File: src/jcsw_pkg.sv
package jcsw_pkg;

	localparam int JOINTS = 7;
	localparam int JOINT_W = 16;
	localparam int LIMIT_W = 15;
	localparam int TIMEOUT_W = 16;
	localparam int ADDR_W = 4;
	localparam int DATA_W = 32;

	localparam logic [LIMIT_W-1:0] POS_LIMIT_RST = 15'd4096;
	localparam logic [LIMIT_W-1:0] MAX_STEP_RST = 15'd328;
	localparam logic [TIMEOUT_W-1:0] TIMEOUT_RST = 16'd200;

	localparam logic CMD_ACTION = 1'b0;
	localparam logic CMD_TICK = 1'b1;

	typedef enum logic [1:0] {
		REG_POS_LIMIT = 2'd0,
		REG_MAX_STEP = 2'd1,
		REG_TIMEOUT = 2'd2
	} reg_idx_t;

	typedef logic signed [JOINT_W-1:0] joint_t;

	typedef struct packed {
		logic [LIMIT_W-1:0] pos_limit;
		logic [LIMIT_W-1:0] max_step;
	} lane_cfg_t;

	typedef struct packed {
		logic tick;
		logic action;
	} wd_ctl_t;

	typedef struct packed {
		joint_t [JOINTS-1:0] joint;
		logic is_hold;
	} result_t;

endpackage

File: src/joint_clamp_slew_watchdog_unit.sv
// Joint clamp, slew limiter and idle watchdog. Each transfer on the req channel is
// either an action (cmd 0) carrying seven Q3.12 joint requests or a 1 ms tick
// (cmd 1). An action clamps each joint to +/- the position limit, limits its change
// from the last output to +/-max_step, stores and returns the result with is_hold 0,
// and rearms the watchdog. A tick advances a saturating idle counter; the first
// tick on which it exceeds timeout_ticks returns the stored outputs once with
// is_hold 1. The block takes one item per clock while req_ready is high: seven
// clamp lanes and the watchdog finish an item in the cycle it is accepted, and its
// result is written into a two-entry output buffer that drives the rsp channel.
// Under backpressure req_ready drops only while two results wait. Registers sit on an
// APB port at 0x0 position limit, 0x4 max_step, 0x8 timeout_ticks, readable.
module joint_clamp_slew_watchdog_unit (
	input  logic                             clk,
	input  logic                             arst_n,
	input  logic                             psel,
	input  logic                             penable,
	input  logic                             pwrite,
	input  logic [jcsw_pkg::ADDR_W-1:0]      paddr,
	input  logic [jcsw_pkg::DATA_W-1:0]      pwdata,
	output logic [jcsw_pkg::DATA_W-1:0]      prdata,
	output logic                             pready,
	input  logic                             req_valid,
	output logic                             req_ready,
	input  logic                             cmd,
	input  jcsw_pkg::joint_t                 joint_in_0,
	input  jcsw_pkg::joint_t                 joint_in_1,
	input  jcsw_pkg::joint_t                 joint_in_2,
	input  jcsw_pkg::joint_t                 joint_in_3,
	input  jcsw_pkg::joint_t                 joint_in_4,
	input  jcsw_pkg::joint_t                 joint_in_5,
	input  jcsw_pkg::joint_t                 joint_in_6,
	output logic                             rsp_valid,
	input  logic                             rsp_ready,
	output jcsw_pkg::joint_t                 joint_out_0,
	output jcsw_pkg::joint_t                 joint_out_1,
	output jcsw_pkg::joint_t                 joint_out_2,
	output jcsw_pkg::joint_t                 joint_out_3,
	output jcsw_pkg::joint_t                 joint_out_4,
	output jcsw_pkg::joint_t                 joint_out_5,
	output jcsw_pkg::joint_t                 joint_out_6,
	output logic                             is_hold
);
	import jcsw_pkg::*;

	logic [LIMIT_W-1:0] pos_limit_q;
	logic [LIMIT_W-1:0] max_step_q;
	logic [TIMEOUT_W-1:0] timeout_q;
	logic wr_en;
	reg_idx_t reg_idx;

	lane_cfg_t lane_cfg;
	wd_ctl_t wd_ctl;
	logic accept;
	logic hold;
	logic push;
	joint_t jin [JOINTS];
	joint_t prev_out [JOINTS];
	joint_t next_out [JOINTS];
	result_t push_data;
	result_t rsp_data;

	// config port
	assign pready = 1'b1;
	assign wr_en = psel && penable && pwrite;
	assign reg_idx = reg_idx_t'(paddr[ADDR_W-1:2]);

	always_ff @(posedge clk or negedge arst_n) begin
		if (!arst_n) begin
			pos_limit_q <= POS_LIMIT_RST;
			max_step_q <= MAX_STEP_RST;
			timeout_q <= TIMEOUT_RST;
		end else if (wr_en) begin
			unique case (reg_idx)
				REG_POS_LIMIT: pos_limit_q <= pwdata[LIMIT_W-1:0];
				REG_MAX_STEP:  max_step_q <= pwdata[LIMIT_W-1:0];
				REG_TIMEOUT:   timeout_q <= pwdata[TIMEOUT_W-1:0];
				default: ;
			endcase
		end
	end

	always_comb begin
		unique case (reg_idx)
			REG_POS_LIMIT: prdata = DATA_W'(pos_limit_q);
			REG_MAX_STEP:  prdata = DATA_W'(max_step_q);
			REG_TIMEOUT:   prdata = DATA_W'(timeout_q);
			default:       prdata = '0;
		endcase
	end

	// datapath
	assign accept = req_valid && req_ready;
	assign wd_ctl.action = accept && (cmd == CMD_ACTION);
	assign wd_ctl.tick = accept && (cmd == CMD_TICK);
	assign lane_cfg.pos_limit = pos_limit_q;
	assign lane_cfg.max_step = max_step_q;

	assign jin[0] = joint_in_0;
	assign jin[1] = joint_in_1;
	assign jin[2] = joint_in_2;
	assign jin[3] = joint_in_3;
	assign jin[4] = joint_in_4;
	assign jin[5] = joint_in_5;
	assign jin[6] = joint_in_6;

	for (genvar j = 0; j < JOINTS; j++) begin : g_lane
		jcsw_lane u_lane (
			.clk      (clk),
			.arst_n   (arst_n),
			.update   (wd_ctl.action),
			.cfg      (lane_cfg),
			.joint_req(jin[j]),
			.prev_out (prev_out[j]),
			.next_out (next_out[j])
		);
		assign push_data.joint[j] = wd_ctl.action ? next_out[j] : prev_out[j];
	end

	jcsw_watchdog u_watchdog (
		.clk    (clk),
		.arst_n (arst_n),
		.ctl    (wd_ctl),
		.timeout(timeout_q),
		.hold   (hold)
	);

	assign push_data.is_hold = !wd_ctl.action;
	assign push = wd_ctl.action || hold;

	jcsw_merge u_merge (
		.clk      (clk),
		.arst_n   (arst_n),
		.push     (push),
		.push_data(push_data),
		.space    (req_ready),
		.rsp_valid(rsp_valid),
		.rsp_ready(rsp_ready),
		.rsp_data (rsp_data)
	);

	assign joint_out_0 = rsp_data.joint[0];
	assign joint_out_1 = rsp_data.joint[1];
	assign joint_out_2 = rsp_data.joint[2];
	assign joint_out_3 = rsp_data.joint[3];
	assign joint_out_4 = rsp_data.joint[4];
	assign joint_out_5 = rsp_data.joint[5];
	assign joint_out_6 = rsp_data.joint[6];
	assign is_hold = rsp_data.is_hold;

endmodule

File: src/jcsw_lane.sv
module jcsw_lane (
	input  logic               clk,
	input  logic               arst_n,
	input  logic               update,
	input  jcsw_pkg::lane_cfg_t cfg,
	input  jcsw_pkg::joint_t   joint_req,
	output jcsw_pkg::joint_t   prev_out,
	output jcsw_pkg::joint_t   next_out
);
	import jcsw_pkg::*;

	joint_t prev_q;
	logic signed [JOINT_W:0] req_x;
	logic signed [JOINT_W:0] pos_bound;
	logic signed [JOINT_W:0] pos;
	logic signed [JOINT_W+1:0] diff;
	logic signed [JOINT_W+1:0] step_bound;
	logic signed [JOINT_W+1:0] delta;

	// clamp to position bound
	always_comb begin
		req_x = {joint_req[JOINT_W-1], joint_req};
		pos_bound = $signed({2'b00, cfg.pos_limit});
		if (req_x > pos_bound) begin
			pos = pos_bound;
		end else if (req_x < -pos_bound) begin
			pos = -pos_bound;
		end else begin
			pos = req_x;
		end
	end

	// clamp change against the previous output
	always_comb begin
		diff = {pos[JOINT_W], pos} - {{2{prev_q[JOINT_W-1]}}, prev_q};
		step_bound = $signed({3'b000, cfg.max_step});
		if (diff > step_bound) begin
			delta = step_bound;
		end else if (diff < -step_bound) begin
			delta = -step_bound;
		end else begin
			delta = diff;
		end
		next_out = prev_q + delta[JOINT_W-1:0];
	end

	always_ff @(posedge clk or negedge arst_n) begin
		if (!arst_n) begin
			prev_q <= '0;
		end else if (update) begin
			prev_q <= next_out;
		end
	end

	assign prev_out = prev_q;

endmodule

File: src/jcsw_watchdog.sv
module jcsw_watchdog (
	input  logic                               clk,
	input  logic                               arst_n,
	input  jcsw_pkg::wd_ctl_t                  ctl,
	input  logic [jcsw_pkg::TIMEOUT_W-1:0]     timeout,
	output logic                               hold
);
	import jcsw_pkg::*;

	logic [TIMEOUT_W-1:0] count_q;
	logic [TIMEOUT_W-1:0] count_inc;
	logic flag_q;

	assign count_inc = (count_q == {TIMEOUT_W{1'b1}}) ? count_q : count_q + 1'b1;
	assign hold = ctl.tick && (count_inc > timeout) && !flag_q;

	always_ff @(posedge clk or negedge arst_n) begin
		if (!arst_n) begin
			count_q <= '0;
			flag_q <= 1'b0;
		end else if (ctl.action) begin
			count_q <= '0;
			flag_q <= 1'b0;
		end else if (ctl.tick) begin
			count_q <= count_inc;
			if (hold) begin
				flag_q <= 1'b1;
			end
		end
	end

endmodule

File: src/jcsw_merge.sv
module jcsw_merge (
	input  logic                clk,
	input  logic                arst_n,
	input  logic                push,
	input  jcsw_pkg::result_t   push_data,
	output logic                space,
	output logic                rsp_valid,
	input  logic                rsp_ready,
	output jcsw_pkg::result_t   rsp_data
);
	import jcsw_pkg::*;

	result_t buf_q [2];
	logic wr_ptr_q;
	logic rd_ptr_q;
	logic [1:0] cnt_q;
	logic pop;

	assign rsp_valid = (cnt_q != 2'd0);
	assign space = (cnt_q != 2'd2);
	assign pop = rsp_valid && rsp_ready;
	assign rsp_data = buf_q[rd_ptr_q];

	always_ff @(posedge clk) begin
		if (push) begin
			buf_q[wr_ptr_q] <= push_data;
		end
	end

	always_ff @(posedge clk or negedge arst_n) begin
		if (!arst_n) begin
			wr_ptr_q <= 1'b0;
			rd_ptr_q <= 1'b0;
			cnt_q <= 2'd0;
		end else begin
			if (push) begin
				wr_ptr_q <= !wr_ptr_q;
			end
			if (pop) begin
				rd_ptr_q <= !rd_ptr_q;
			end
			if (push && !pop) begin
				cnt_q <= cnt_q + 2'd1;
			end else if (pop && !push) begin
				cnt_q <= cnt_q - 2'd1;
			end
		end
	end

endmodule

File: config.mk
export PLATFORM = sky130hd
export DESIGN_NAME = joint_clamp_slew_watchdog_unit
export DESIGN_NICKNAME = d
export VERILOG_FILES = /design/src/jcsw_pkg.sv /design/src/joint_clamp_slew_watchdog_unit.sv /design/src/jcsw_lane.sv /design/src/jcsw_watchdog.sv /design/src/jcsw_merge.sv
export SDC_FILE = /design/constraint.sdc
export NUM_CORES = 2
export LEC_CHECK = 0
export CELL_PAD_IN_SITES_DETAIL_PLACEMENT = 0
export CELL_PAD_IN_SITES_GLOBAL_PLACEMENT = 1
export CORE_UTILIZATION = 35
export DETAILED_ROUTE_END_ITERATION = 8
export DONT_BUFFER_PORTS = 1
export PLACE_DENSITY = 0.71
export SLEW_MARGIN = 20
export SYNTH_ARGS = -nofsm -noshare
export SYNTH_HDL_FRONTEND = slang
export SYNTH_SLANG_ARGS = --single-unit
export TNS_END_PERCENT = 30
File: constraint.sdc
create_clock -name clk -period 12.7 [get_ports clk]
set_input_delay 1.27 -clock clk [delete_from_list [all_inputs] [get_ports clk]]
set_output_delay 1.27 -clock clk [all_outputs]
set_load 0.03 [all_outputs]
[Word level (Yosys, flattened, before mapping)]
Memory sizes are Yosys's and may differ from the RTL's.
Cells that the tools add are included.
Cells by class
  add/subtract/negate cells: 19
  $lt $le $gt $ge: 29
  equality and inequality tests: 4
  multiplexer cells: 46
  bitwise logic cells: 1
  reduce and logical (&&, ||, !) cells: 26
Operator list (count)
  $mux 16: 24
  $mux 17: 14
  $gt 16x16->1: 8
  $gt 18x16->1: 7
  $lt 18x18->1: 7
  $sub 17x16->18: 7
  $lt 16x17->1: 7
  $add 16x16->16: 7
  $pmux 16 s3: 1
  $neg 15->18: 1
  $neg 15->17: 1
  $add 16x1->16 const B: 1
  $eq 16x16->1 const B: 1
  $logic_and 1x1->1: 10
  $reduce_and 2->1: 4
  $reduce_bool 2->1: 4
  $logic_not 1->1: 6
  $mux 1: 5
  $mux 2: 2
  $add 2x1->2 const B: 1
  $eq 2x1->1 const B: 1
  $eq 2x2->1 const B: 1
  $logic_not 2->1: 1
  $ne 2x2->1 const B: 1
  other kinds (3): 3
Word-level totals
  flip-flop bits (word level): 179
  RAM bits: 226
  input bits: 156
  output and inout port bits: 148
  word-level logic and storage cells: 141
  memories: 1
Memories
  u_merge.buf_q: words 2, bits a word 113, read ports 1, clocked after Yosys merged registers in 0, write ports 1, line jcsw_merge.sv:13  | result_t buf_q [2];

[Depth between registers and ports, before layout]
  depth after elaboration: 10
  depth in mapped cells: 55
  gate-level depth less buffers: 52

[Modules after synthesis]
From an unflattened synthesis, not the netlist that was laid out.
Unflattened totals
  cells, all modules: 5728
  area total of the unflattened synthesis: 49830.3 sq um
By module, submodules not included
  jcsw_lane at g_lane[1].u_lane ...: instances 4, cells an instance 704, area each 5277.6 sq um, sequential area each 400.4 sq um
  jcsw_merge: instances 1, cells an instance 368, area each 8592.0 sq um, sequential area each 6886.6 sq um
  jcsw_lane at g_lane[0].u_lane: instances 1, cells an instance 686, area each 4952.2 sq um, sequential area each 400.4 sq um
  jcsw_lane at g_lane[6].u_lane: instances 1, cells an instance 676, area each 4934.7 sq um, sequential area each 400.4 sq um
  jcsw_lane at g_lane[2].u_lane: instances 1, cells an instance 664, area each 4857.2 sq um, sequential area each 400.4 sq um
  joint_clamp_slew_watchdog_unit: instances 1, cells an instance 300, area each 3618.5 sq um, sequential area each 1159.9 sq um
  jcsw_watchdog: instances 1, cells an instance 218, area each 1765.4 sq um, sequential area each 425.4 sq um

[Worst setup path before layout]
No wires, ideal clock.
  kind: register to register
  start: register pos_limit_q[1]
  end: memory u_merge.buf_q[0][47] in the netlist's numbering, data pin
  setup time: 0.283 ns
  arrival: 10.372 ns
  data required time: 12.417 ns
  slack: 2.045 ns
  stages on the path, launching flop included: 51
  buffers on the path: 3
  period minus slack after synthesis: 10.655 ns
  cells stage by stage: dfrtp_1 > clkbuf_1 > inv_1 > ha_1 > buf_4 > nor3b_4 > nand2_1 > nor3_1 > nand2_1 > nor2_1 > nand2_1 > and2_1 > inv_1 > ha_1 > a21oi_1 > nor2_1 > a2111oi_2 > o21ai_1 > (+15 left out) > o21ai_0 > a221oi_1 > o21bai_1 > o21bai_1 > clkbuf_1 > a31oi_1 > ha_1 > fa_1 > a21o_1 > a21oi_1 > o21ai_0 > a21o_1 > a21o_1 > a2111oi_0 > o21ai_0 > a21oi_1 > xor2_1 > o21ai_0
RTL lines
  from (decl): line joint_clamp_slew_watchdog_unit.sv:45  | logic [LIMIT_W-1:0] pos_limit_q;
  from (signal assigned): line joint_clamp_slew_watchdog_unit.sv:74  | REG_POS_LIMIT: pos_limit_q <= pwdata[LIMIT_W-1:0];
  to (decl): line jcsw_merge.sv:13

==> flow_summary.ini <==
[status]
status = finished, final reports clean

[place]
portBuffers = 0
place_hpwl_um = 139000
dp.cells = 6483
gp_congestion = 1.02

[clock_tree]
cts_tree = yes
clk_latency_ns = 0.66
cts_buffers = 47
cts_max_level = 2
hold_buffers = 0
clockRootBuffer = clkbuf_16
clk_pin_slew_ns = 0.07
cts_buffer_depth = 3
clock-sinks = 405

[synthesis]
avgSynthCellArea_sq_um = 8.76
yosysWarnings = 0
synthArstFlopShare_pct = 44.2
synth_cell_types = 100
netlist_area_sq_mm = 0.0425
ys.flop_type = edfxtp_1
synth_edf_count = 226
synthCells = 4852
synth_area_leaders = ha_1 21%, edfxtp_1 16%, dfrtp_1 10%, a21oi_1 5.1%, o21ai_0 5.0%
synth-seq-cells = 405
yosysTopAreaCell = ha_1
synth_top_area_share_pct = 20.6
ys_seq_area_share_pct = 26.5

[floorplan]
core_sq_mm = 0.120
dieArea_sq_mm = 0.123
fp.dieH_um = 350
pin_count = 304
initial_core_util_pct = 35.4
rows = 127
fp.dieW_um = 350

[setup_path]
endpoint_kind = flip-flop
critPathMostFrequentCell = o21ai_0
cp_slowest_cell = dfrtp_1
cp_data_arrival_time_ns = 12.34
critPathLaunchType = flip-flop
cp_max_fo = 12
path_class = reg -> reg
critical_path.max_stage_delay_ns = 0.59
crit_required_ns = 13.03

[grt]
grt-ovfl-total = 0
grt_pass1_vias = 35574
grt_pass1_wl_um = 248000
grt_max_degree = 180
grt_antenna_before_repair = 8
globalRouteTotalUtil_pct = 27.7

[sta]
setup_tns_ns = 0
relSlewSlack_pct = 22.3
finClkSkew_ns = 0.0547
finalHoldViolCount = 0
drv_slew = 0
fin_crit_sh_pct = 94.6
rsz0062_at_grt = no
finalSetupViolCount = 0
fmax_ghz = 0.0832
tightest_slew_ns = 1.15
period_needed_ns = 12.01

[detailed_routing]
vias_per_cell = 5.87
remaining_drc_errors = 0
wirelength_um = 175000
drt_iter0_markers = 3498
dr_total_vias = 38629
drtPass1Iterations = 6
ant_nets = 0
wl_per_cell_um = 26.6

[flow_run]
drv_cap = 0

[finish]
final_cell_count_no_fill = 6576
layout-drive-gt1-share_pct = 10.7
nFillCells = 12240
syn2layout_area_growth_pct = 10.5
layout.nets = 5791

[hold_path]
hold_path_class = in -> async
[routing by layer]
metal	wire length (um)	track usage (%)
met1	73600	36.4
met2	76800	43.1
met3	15300	5.66
met4	9410	13.2
met5	52	0
[synth_stat cells (14+ instances only)]
cell type and count:
ha_1 699, nand2_1 453, a21oi_1 433, o21ai_0 426, nor2_1 336, inv_1 238
edfxtp_1 226, dfrtp_1 172, mux2_2 155, clkbuf_1 142, a21o_1 132, mux2i_1 128
xnor2_1 115, nand3_1 114, xor2_1 80, nor3_1 70, nor2b_1 68, nand4_1 64
o21a_1 61, a211oi_1 54, a31oi_1 42, nand2b_1 42, o211ai_1 35, and3_1 33
o22ai_1 33, a221oi_1 27, a22o_1 27, a22oi_1 23, buf_4 23, or3_1 23
o31ai_1 21, and2_1 18, o22a_1 16, o31a_1 16, buf_2 15, a31o_2 14
fa_1 14
[final cells by class]
type	instances	area (sq um)	share of cell area (%)
Antenna cell	3	7.51	0.0160
Clock buffer	57	1250	2.67
Clock inverter	31	300	0.639
Inverter	245	922	1.96
Multi-Input combinational cell	4020	29600	63.1
Sequential cell	405	11300	24.0
Tap cell	1612	2020	4.29
Timing Repair Buffer	203	1540	3.27
[kinds of logic (layout without fill, tap and decap cells)]
family | after synthesis | after routing | synth area share (%)
AO/OA/AOI/OAI | 1512 | 1512 | 22.4
buffers and inverters | 442 | 536 | 4.27
other | 2 | 20 | 0.0177
XOR/XNOR | 196 | 196 | 4.06
adder cells (fa/ha/maj) | 713 | 713 | 21.2
multiplexers | 287 | 287 | 7.29
flip-flops | 405 | 405 | 26.5
AND/OR/NAND/NOR | 1295 | 1295 | 14.2
[metrics by stage]
stage	setup WS (ns)	hold WS (ns)	area (sq um)	util [%]
after floorplan	2.05	0.457	42600	-
after global placement	0.973	0.472	45400	37.8
after detailed placement	0.963	0.477	45400	37.8
after CTS	0.906	0.337	46900	39.1
after global routing	0.0152	0.342	47000	39.1
final	0.687	0.367	47000	39.1
[worst paths after layout]
| kind | slack, ns | start | cells after the start | endpoint |
|---|---|---|---|---|
| setup / recovery | 0.69 | pos_limit_q[3]$_DFFE_PN0P_ | 45 | u_merge.buf_q[1][47]$_DFFE_PP_ |
| hold / removal | 0.37 | arst_n | 0 | g_lane[0].u_lane.prev_out[0]$_DFF_PN0_ |
| setup reg to reg | 0.69 | pos_limit_q[3]$_DFFE_PN0P_ | 45 | u_merge.buf_q[1][47]$_DFFE_PP_ |
| hold reg to reg | 0.50 | u_merge.cnt_q[1]$_DFFE_PN0P_ | 1 | u_merge.cnt_q[1]$_DFFE_PN0P_ |
| max in group asynchronous | 11.72 | arst_n | 0 | u_merge.rd_ptr_q$_DFFE_PN0P_ |
| min in group clk | 0.50 | u_merge.cnt_q[1]$_DFFE_PN0P_ | 1 | u_merge.cnt_q[1]$_DFFE_PN0P_ |
[placed cells by master, fill, tap and decap left out, drive strengths merged, types with 42 or more instances in the layout]
master | netlist | final
nand3 | 115 | 115
a31oi | 43 | 43
buf | 55 | 203
a211oi | 54 | 54
o21a | 61 | 61
nand2b | 42 | 42
o21ai | 431 | 431
a21o | 132 | 132
nand2 | 456 | 456
ha | 699 | 699
xor2 | 80 | 80
nor3 | 73 | 73
nor2b | 68 | 68
edfxtp | 226 | 226
clkbuf | 142 | 57
nor2 | 337 | 337
inv | 239 | 244
a21oi | 433 | 433
mux2i | 131 | 131
xnor2 | 116 | 116
nand4 | 64 | 64
mux2 | 156 | 156
dfrtp | 172 | 172
[repair_timing]
| item | 4_1_cts | 5_1_grt |
|---|---|---|
| endpoints found under the setup margin | 0 | 8 |
| setup buffers | 0 | 2 |
| resized for setup | 0 | 1 |
[state kept, by name (all words and copies together), names as in the netlist]
register and count:
u_merge.buf_q 226, u_merge.cnt_q 2, max_step_q 15, u_watchdog.flag_q 1, u_merge.rd_ptr_q 1, u_merge.wr_ptr_q 1
u_watchdog.count_q 16, pos_limit_q 15, g_lane.u_lane.prev_out 112, timeout_q 16
[critical path: cells and delay by family (launching register included)]
family | cells | cell delay (ns)
AND/OR/NAND/NOR | 9 | 2.02
buffers and inverters | 4 | 0.83
XOR/XNOR | 2 | 0.53
multiplexers | 3 | 1.14
flip-flops | 1 | 0.59
adder cells (fa/ha/maj) | 4 | 1.30
AO/OA/AOI/OAI | 23 | 5.24
Power is not shown: default switching activity piles up to over one toggle a cycle in this logic, so the estimate is an artifact.
